**src/sv/text_console_writer_assert.svh**
```systemverilog
// Assertion macros for the console writer RTL
`ifndef TEXT_CONSOLE_WRITER_ASSERT_SVH
`define TEXT_CONSOLE_WRITER_ASSERT_SVH

// Condition must hold in the same cycle as the trigger
`define TCW_ASSERT_NOW(label, ante, cons, msg) \
	label: assert property (@(posedge clk) disable iff (!arst_n) (ante) |-> (cons)) \
		else $error(msg);

// Condition must hold in the cycle after the trigger
`define TCW_ASSERT_NEXT(label, ante, cons, msg) \
	label: assert property (@(posedge clk) disable iff (!arst_n) (ante) |=> (cons)) \
		else $error(msg);

`endif

```
**src/sv/tcw_pkg.sv**
```systemverilog
// Shared types and codes for the text console writer
`timescale 1ns / 1ps
`default_nettype none

package tcw_pkg;

	localparam logic [1:0] REQ_PUT   = 2'd0;
	localparam logic [1:0] REQ_CLEAR = 2'd1;
	localparam logic [1:0] REQ_READ  = 2'd2;

	localparam logic [7:0] CHAR_NEWLINE   = 8'h0A;
	localparam logic [7:0] CHAR_BACKSPACE = 8'h08;
	localparam logic [7:0] CHAR_BLANK     = 8'h20;
	localparam logic [7:0] RESET_ATTR     = 8'h0F;

	typedef struct packed {
		logic [7:0] attr;
		logic [7:0] ch;
	} cell_t;

	typedef enum logic [2:0] {
		ST_INIT,
		ST_IDLE,
		ST_SCROLL,
		ST_BLANK,
		ST_FINISH
	} tcw_state_t;

endpackage

`default_nettype wire

```
**src/sv/tcw_channels.sv**
```systemverilog
// Handshake channel interfaces: request, response and configuration
`timescale 1ns / 1ps
`default_nettype none

interface tcw_req_if;
	logic        valid;
	logic        ready;
	logic [1:0]  req_type;
	logic [7:0]  char_code;
	logic [10:0] cell_index;

	modport source (output valid, req_type, char_code, cell_index, input ready);
	modport sink   (input valid, req_type, char_code, cell_index, output ready);
endinterface

interface tcw_rsp_if;
	logic       valid;
	logic       ready;
	logic [7:0] read_char;
	logic [7:0] read_attribute;
	logic [6:0] cursor_column;
	logic [4:0] cursor_row;

	modport source (output valid, read_char, read_attribute, cursor_column, cursor_row,
		input ready);
	modport sink   (input valid, read_char, read_attribute, cursor_column, cursor_row,
		output ready);
endinterface

interface tcw_cfg_if;
	logic       valid;
	logic       ready;
	logic [7:0] fill_attribute;

	modport source (output valid, fill_attribute, input ready);
	modport sink   (input valid, fill_attribute, output ready);
endinterface

`default_nettype wire

```
**src/sv/tcw_ctrl.sv**
```systemverilog
// Request sequencer: cursor, scroll/clear sweeps and response register
`timescale 1ns / 1ps
`default_nettype none

`include "text_console_writer_assert.svh"

module tcw_ctrl #(
	parameter int COLUMNS = 80,
	parameter int ROWS    = 25,
	parameter int AW      = 11
) (
	input  wire logic          clk,
	input  wire logic          arst_n,
	tcw_req_if.sink            req,
	tcw_rsp_if.source          rsp,
	tcw_cfg_if.sink            cfg,
	output logic               ram_we,
	output logic [AW-1:0]      ram_waddr,
	output tcw_pkg::cell_t     ram_wdata,
	output logic               ram_re,
	output logic [AW-1:0]      ram_raddr,
	input  wire tcw_pkg::cell_t ram_rdata
);

	localparam int CELLS = ROWS * COLUMNS;
	localparam int CW    = $clog2(COLUMNS);
	localparam int RW    = $clog2(ROWS);

	localparam logic [AW-1:0] LAST_CELL = AW'(CELLS - 1);
	localparam logic [AW-1:0] MOVE_END  = AW'((ROWS - 1) * COLUMNS);
	localparam logic [AW-1:0] COL_STEP  = AW'(COLUMNS);
	localparam logic [RW-1:0] ROW_LAST  = RW'(ROWS - 1);
	localparam logic [CW-1:0] COL_LAST  = CW'(COLUMNS - 1);

	tcw_pkg::tcw_state_t state_q, state_d;
	logic [CW-1:0] col_q, col_d;
	logic [RW-1:0] row_q, row_d;
	logic [AW-1:0] ptr_q, ptr_d;
	logic [7:0]    fill_attr_q;
	logic          rd_hit_q, rd_hit_d;

	logic          copy_vld_s1, copy_vld_d;
	logic [AW-1:0] copy_addr_s1;

	logic          out_vld_q;
	logic [7:0]    out_char_q, out_attr_q;
	logic [6:0]    out_col_q;
	logic [4:0]    out_row_q;
	logic          out_load;

	logic          req_ready;
	logic          fsm_we;
	logic [AW-1:0] fsm_addr;
	tcw_pkg::cell_t fsm_data;
	logic [AW-1:0] row_base, cur_addr;
	logic          in_range;

	assign row_base = AW'(row_q) * COL_STEP;
	assign cur_addr = row_base + AW'(col_q);
	assign in_range = 32'(req.cell_index) < 32'(CELLS);

	always_comb begin
		state_d    = state_q;
		col_d      = col_q;
		row_d      = row_q;
		ptr_d      = ptr_q;
		rd_hit_d   = rd_hit_q;
		copy_vld_d = 1'b0;
		out_load   = 1'b0;
		req_ready  = 1'b0;
		fsm_we     = 1'b0;
		fsm_addr   = cur_addr;
		fsm_data   = '{attr: fill_attr_q, ch: tcw_pkg::CHAR_BLANK};
		ram_re     = 1'b0;
		ram_raddr  = AW'(req.cell_index);
		case (state_q)
			tcw_pkg::ST_INIT: begin
				// power-up fill uses the reset attribute, not the register
				fsm_we        = 1'b1;
				fsm_addr      = ptr_q;
				fsm_data.attr = tcw_pkg::RESET_ATTR;
				if (ptr_q == LAST_CELL) begin
					ptr_d   = '0;
					state_d = tcw_pkg::ST_IDLE;
				end else begin
					ptr_d = ptr_q + 1'b1;
				end
			end
			tcw_pkg::ST_IDLE: begin
				req_ready = 1'b1;
				if (req.valid) begin
					rd_hit_d = 1'b0;
					state_d  = tcw_pkg::ST_FINISH;
					case (req.req_type)
						tcw_pkg::REQ_PUT: begin
							if (req.char_code == tcw_pkg::CHAR_NEWLINE) begin
								col_d = '0;
								if (row_q == ROW_LAST) begin
									ptr_d   = '0;
									state_d = tcw_pkg::ST_SCROLL;
								end else begin
									row_d = row_q + 1'b1;
								end
							end else if (req.char_code == tcw_pkg::CHAR_BACKSPACE) begin
								if (col_q != '0) begin
									col_d    = col_q - 1'b1;
									fsm_we   = 1'b1;
									fsm_addr = cur_addr - 1'b1;
								end
							end else begin
								fsm_we      = 1'b1;
								fsm_data.ch = req.char_code;
								if (col_q == COL_LAST) begin
									col_d = '0;
									if (row_q == ROW_LAST) begin
										ptr_d   = '0;
										state_d = tcw_pkg::ST_SCROLL;
									end else begin
										row_d = row_q + 1'b1;
									end
								end else begin
									col_d = col_q + 1'b1;
								end
							end
						end
						tcw_pkg::REQ_CLEAR: begin
							col_d   = '0;
							row_d   = '0;
							ptr_d   = '0;
							state_d = tcw_pkg::ST_BLANK;
						end
						tcw_pkg::REQ_READ: begin
							ram_re   = 1'b1;
							rd_hit_d = in_range;
						end
						default: begin
						end
					endcase
				end
			end
			tcw_pkg::ST_SCROLL: begin
				// read one row down; the copy write lands in the next cycle via _s1
				if (ptr_q == MOVE_END) begin
					state_d = tcw_pkg::ST_BLANK;
				end else begin
					ram_re     = 1'b1;
					ram_raddr  = ptr_q + COL_STEP;
					copy_vld_d = 1'b1;
					ptr_d      = ptr_q + 1'b1;
				end
			end
			tcw_pkg::ST_BLANK: begin
				fsm_we   = 1'b1;
				fsm_addr = ptr_q;
				if (ptr_q == LAST_CELL) begin
					state_d = tcw_pkg::ST_FINISH;
				end else begin
					ptr_d = ptr_q + 1'b1;
				end
			end
			tcw_pkg::ST_FINISH: begin
				if (!out_vld_q || rsp.ready) begin
					out_load = 1'b1;
					state_d  = tcw_pkg::ST_IDLE;
				end
			end
			default: begin
				state_d = tcw_pkg::ST_INIT;
			end
		endcase
	end

	always_comb begin
		if (copy_vld_s1) begin
			ram_we    = 1'b1;
			ram_waddr = copy_addr_s1;
			ram_wdata = ram_rdata;
		end else begin
			ram_we    = fsm_we;
			ram_waddr = fsm_addr;
			ram_wdata = fsm_data;
		end
	end

	always_ff @(posedge clk or negedge arst_n) begin
		if (!arst_n) begin
			state_q     <= tcw_pkg::ST_INIT;
			col_q       <= '0;
			row_q       <= '0;
			ptr_q       <= '0;
			fill_attr_q <= tcw_pkg::RESET_ATTR;
			copy_vld_s1 <= 1'b0;
			out_vld_q   <= 1'b0;
		end else begin
			state_q     <= state_d;
			col_q       <= col_d;
			row_q       <= row_d;
			ptr_q       <= ptr_d;
			copy_vld_s1 <= copy_vld_d;
			out_vld_q   <= out_load | (out_vld_q & ~rsp.ready);
			if (cfg.valid) begin
				fill_attr_q <= cfg.fill_attribute;
			end
		end
	end

	always_ff @(posedge clk) begin
		rd_hit_q     <= rd_hit_d;
		copy_addr_s1 <= ptr_q;
		if (out_load) begin
			out_char_q <= rd_hit_q ? ram_rdata.ch : 8'h00;
			out_attr_q <= rd_hit_q ? ram_rdata.attr : 8'h00;
			out_col_q  <= 7'(col_q);
			out_row_q  <= 5'(row_q);
		end
	end

	assign req.ready          = req_ready;
	assign cfg.ready          = 1'b1;
	assign rsp.valid          = out_vld_q;
	assign rsp.read_char      = out_char_q;
	assign rsp.read_attribute = out_attr_q;
	assign rsp.cursor_column  = out_col_q;
	assign rsp.cursor_row     = out_row_q;

	`TCW_ASSERT_NOW(a_cursor_on_screen, 1'b1,
		(int'(col_q) < COLUMNS) && (int'(row_q) < ROWS), "cursor off screen")
	`TCW_ASSERT_NOW(a_scroll_cursor_home, state_q == tcw_pkg::ST_SCROLL,
		(row_q == ROW_LAST) && (col_q == '0), "cursor not at bottom row start during scroll")
	`TCW_ASSERT_NOW(a_copy_above_bottom, copy_vld_s1, copy_addr_s1 < MOVE_END,
		"scroll copy writes into bottom row")
	`TCW_ASSERT_NOW(a_no_accept_in_copy, copy_vld_s1, !req_ready,
		"request taken while scroll copy in flight")
	`TCW_ASSERT_NEXT(a_read_to_finish,
		req_ready && req.valid && (req.req_type == tcw_pkg::REQ_READ),
		state_q == tcw_pkg::ST_FINISH, "read did not go straight to response")

endmodule

`default_nettype wire

```
**src/flat_wrapper.sv**
```systemverilog
// flat-port wrapper written by rule: the top's interface ports become plain ports
module tcw_ctrl_flat 
#(
	parameter int COLUMNS = 80,
	parameter int ROWS    = 25,
	parameter int AW      = 11
)
  (clk, arst_n, ram_we, ram_waddr, ram_wdata, ram_re, ram_raddr, ram_rdata, req_valid, req_req_type, req_char_code, req_cell_index, req_ready, rsp_valid, rsp_read_char, rsp_read_attribute, rsp_cursor_column, rsp_cursor_row, rsp_ready, cfg_valid, cfg_fill_attribute, cfg_ready);
  tcw_req_if req_i ();
  tcw_rsp_if rsp_i ();
  tcw_cfg_if cfg_i ();
  input  wire logic clk;
  input  wire logic arst_n;
  output logic ram_we;
  output logic [AW-1:0] ram_waddr;
  output tcw_pkg::cell_t ram_wdata;
  output logic ram_re;
  output logic [AW-1:0] ram_raddr;
  input  wire tcw_pkg::cell_t ram_rdata;
  input wire logic [$bits(req_i.valid)-1:0] req_valid;
  input wire logic [$bits(req_i.req_type)-1:0] req_req_type;
  input wire logic [$bits(req_i.char_code)-1:0] req_char_code;
  input wire logic [$bits(req_i.cell_index)-1:0] req_cell_index;
  output wire logic [$bits(req_i.ready)-1:0] req_ready;
  output wire logic [$bits(rsp_i.valid)-1:0] rsp_valid;
  output wire logic [$bits(rsp_i.read_char)-1:0] rsp_read_char;
  output wire logic [$bits(rsp_i.read_attribute)-1:0] rsp_read_attribute;
  output wire logic [$bits(rsp_i.cursor_column)-1:0] rsp_cursor_column;
  output wire logic [$bits(rsp_i.cursor_row)-1:0] rsp_cursor_row;
  input wire logic [$bits(rsp_i.ready)-1:0] rsp_ready;
  input wire logic [$bits(cfg_i.valid)-1:0] cfg_valid;
  input wire logic [$bits(cfg_i.fill_attribute)-1:0] cfg_fill_attribute;
  output wire logic [$bits(cfg_i.ready)-1:0] cfg_ready;
  assign req_i.valid = req_valid;
  assign req_i.req_type = req_req_type;
  assign req_i.char_code = req_char_code;
  assign req_i.cell_index = req_cell_index;
  assign req_ready = req_i.ready;
  assign rsp_valid = rsp_i.valid;
  assign rsp_read_char = rsp_i.read_char;
  assign rsp_read_attribute = rsp_i.read_attribute;
  assign rsp_cursor_column = rsp_i.cursor_column;
  assign rsp_cursor_row = rsp_i.cursor_row;
  assign rsp_i.ready = rsp_ready;
  assign cfg_i.valid = cfg_valid;
  assign cfg_i.fill_attribute = cfg_fill_attribute;
  assign cfg_ready = cfg_i.ready;
  tcw_ctrl #(.COLUMNS(COLUMNS), .ROWS(ROWS), .AW(AW)) u_core (.clk(clk), .arst_n(arst_n), .req(req_i), .rsp(rsp_i), .cfg(cfg_i), .ram_we(ram_we), .ram_waddr(ram_waddr), .ram_wdata(ram_wdata), .ram_re(ram_re), .ram_raddr(ram_raddr), .ram_rdata(ram_rdata));
endmodule
```
**config.mk**
```make
export PLATFORM = sky130hd
export DESIGN_NAME = tcw_ctrl_flat
export DESIGN_NICKNAME = d
export VERILOG_FILES = /design/src/sv/tcw_pkg.sv /design/src/sv/tcw_channels.sv /design/src/sv/tcw_ctrl.sv /design/src/flat_wrapper.sv
export VERILOG_INCLUDE_DIRS = /design/src /design/src/sv
export SDC_FILE = /design/constraint.sdc
export NUM_CORES = 1
export LEC_CHECK = 0
export BUFFER_PORTS_ARGS = -buffer_cell sky130_fd_sc_hd__buf_2
export CAP_MARGIN = 25
export CORE_AREA = 2 2 86 121
export CTS_BUF_LIST = sky130_fd_sc_hd__clkbuf_4 sky130_fd_sc_hd__clkbuf_8
export DETAILED_ROUTE_END_ITERATION = 8
export DIE_AREA = 0 0 88 123
export GPL_ROUTABILITY_DRIVEN = 0
export GPL_TIMING_DRIVEN = 0
export PLACE_DENSITY = 0.84
export SLEW_MARGIN = 20
export SYNTH_ARGS = -nofsm -noshare
export SYNTH_HDL_FRONTEND = slang
export SYNTH_SLANG_ARGS = --single-unit
```
**constraint.sdc**
```tcl
create_clock -name clk -period 8.7 [get_ports clk]
set_clock_uncertainty 0.2 [all_clocks]
set_input_delay 0.435 -clock clk [delete_from_list [all_inputs] [get_ports clk]]
set_output_delay 0.435 -clock clk [all_outputs]
set_load 0.01 [all_outputs]
```
==> out/metrics.yaml <==
routed_via_density: 5.76
core-area_um2: 9740
cts_setup_buffers: 0
syn_inst: 520
synth_cell_type_count: 71
drive_above_1_share: 0.269
clkSinkCount: 76
h-tree-depth: 3
crit_required_ps: 8070
syn2layout_area_growth_pct: 20.6
cts_tree: "yes"
critPathCaptureType: "output port"
ys_async_sr_fraction: 0.474
yosysMostFrequentCell: "nand2_1"
finalWirelength_mm: 13.2
numCtsBuffers: 9
yosys_register_bits: 76
arrival_ps: 3470
first_global_vias: 4349
fin_setup_tns_ps: 0
dr.first_iter.drc_count: 342
grt_pass1_wl_mm: 20.5
rsz0062_at_grt: "false"
antennaDiodeCount: 0
total_power_w: 0.000696
yosys_warnings: 0
final_nets: 718
die_w_um: 88
power_density_nw_per_um2: 122
vias: 4545
drc: 0
grt_use_total: 0.245
synth_top_area_cell: "edfxtp_1"
die_y_um: 123
grt-ovfl-total: 0
synth_top_area_frac: 0.184
post-route-min-period_ps: 4110
grt_max_degree: 37
ys_seq_area_frac: 0.423
ir_drop_uv: 90.4
clk_pin_slew_ps: 90
rows: 43
leakage_nw: 2.60
start_util: 0.485
dpl.hpwl_mm: 10.1
post-route-period-util: 0.472
grt_antenna_before_repair: 0
dr.pass1.iters: 5
start_kind: "register"
worstPathMaxFanout: 7
fillers: 870
fmax_mhz: 244
syn-mean-instance-area_um2: 9.08
status: "completed"
clock-root-buffer: "clkbuf_8"
finalSetupViolCount: 0
clk_latency_ps: 370
synth_edf_count: 29
port_buffers: 117
dieArea_um2: 10800
relSlewSlack: 0.450
synth_ff_type: "dfrtp_1"
critPathKind: "register to output port"
ios: 121
drv_cap: 0
hold_viol: 0
syn_nets: 589
antenna_left: 0
synth_top_cells_by_count: "nand2_1, o21ai_0, inv_1, nor2_1, dfrtp_1"
drt-wirelength-per-cell_um: 16.7
slew_viol_final: 0
worstMarginPinSlew_ps: 825
synth_area_leaders: "edfxtp_1, dfrtp_1, o21ai_0"
clock_path_buffers: 2
hp-class: "primary input to register"
netlist_area_um2: 4720
==> final timing paths <==
path | startpoint | slack (ps) | end | depth (start not counted)
min reg2reg | u_core.ptr_q[2] | 170 | u_core.copy_addr_s1[2] | 0
min | cfg_fill_attribute[2] | 80 | u_core.fill_attr_q[2] | 2
max in group asynchronous | arst_n | 7290 | u_core.col_q[2] | 2
min in group asynchronous | arst_n | 500 | u_core.fill_attr_q[7] | 2
max | u_core.row_q[1] | 4590 | ram_waddr[10] | 11
max reg2reg | u_core.ptr_q[2] | 6050 | u_core.ptr_q[8] | 8
==> final cells by class <==
class                      count  area [um^2]  share of cell area
tap                          135          169              0.0297
multi-input combinational    379         2450               0.431
clock buffer                  10          131              0.0231
timing repair buffer         118          596               0.105
inverter                      36          135              0.0237
sequential                    76         2000               0.351
buffer                        29          140              0.0246
clock inverter                 6         73.8              0.0130
==> critical path: stages (launching register included) <==
cell and delay [ps]:
dfrtp_1 470, ha_1 320, ha_1 170, inv_1 60, fa_1 380, xor2_1 230, a2111oi_0 500, xnor2_1 190
xor2_1 270, a22oi_1 110, o221ai_1 220, buf_2 170
==> layer usage <==
layer,up-vias,track usage,routed length [um]
li1,2125,-,-
met1,2142,0.270,4800
met4,0,0.163,708
met5,-,0,0
met3,54,0.0407,783
met2,224,0.426,6870
==> cells in the final DEF (no fill, tap or decap), types with 8 or more instances in the layout <==
master and n:
nand3_1 11, nand4_1 8, nand2_1 56, dfxtp_1 11
mux2_2 12, xnor2_1 10, nor3_1 15, nor2_1 33
clkbuf_8 9, dfrtp_1 32, a21oi_1 26, inv_1 36
o21ai_0 49, edfxtp_1 29, ha_1 17, clkbuf_1 15
and2_1 19, buf_2 127
==> state kept, by name (all words and copies together) (netlist names) <==
| register | count |
|---|---|
| u_core.rsp.read_attribute | 8 |
| u_core.copy_addr_s1 | 11 |
| u_core.rsp.cursor_row | 5 |
| u_core.state_q | 3 |
| u_core.rd_hit_q | 1 |
| u_core.copy_vld_s1 | 1 |
| u_core.col_q | 7 |
| u_core.rsp.valid | 1 |
| u_core.row_q | 5 |
| u_core.rsp.read_char | 8 |
| u_core.fill_attr_q | 8 |
| u_core.ptr_q | 11 |
| u_core.rsp.cursor_column | 7 |
==> repair_timing <==
item / CTS / global route
resized for setup: 0 / 0
endpoints found under the setup margin: 0 / 0
endpoints found under the hold margin: 32 / 0
hold buffers: 1 / 0
==> power breakdown <==
part | internal [W] | switching, W | total, W
sequential | 0.000375 | 0.00000230 | 0.000377
clock | 0.000139 | 0.000141 | 0.000280
combinational | 0.0000181 | 0.0000206 | 0.0000387
total | 0.000532 | 0.000164 | 0.000696
==> cells by family (layout without fill, tap and decap cells) <==
group,after synthesis,count (layout),synth area share
XOR/XNOR,17,17,0.0315
multiplexers,14,14,0.0328
buffers and inverters,65,199,0.0583
AND/OR/NAND/NOR,191,191,0.214
AO/OA/AOI/OAI,137,137,0.186
adder cells (fa/ha/maj),19,19,0.0535
flip-flops,76,76,0.423
other,1,1,0.000794
==> metrics by stage <==
step / setup WS (ps) / hold slack (ps) / cell area [um^2] / utilization / instances
2_1_floorplan: 5350 / -60.6 / 4720 / - / 520
3_3_place_gp: 5100 / 146 / 5480 / 0.563 / 772
3_5_place_dp: 4990 / 153 / 5480 / 0.563 / 772
4_1_cts: 4580 / 79.5 / 5690 / 0.585 / 789
5_1_grt: 4400 / 79.6 / 5690 / 0.585 / 789
6_report: 4590 / 81.5 / 5690 / 0.585 / 789
(Power assumes the default switching activity.)
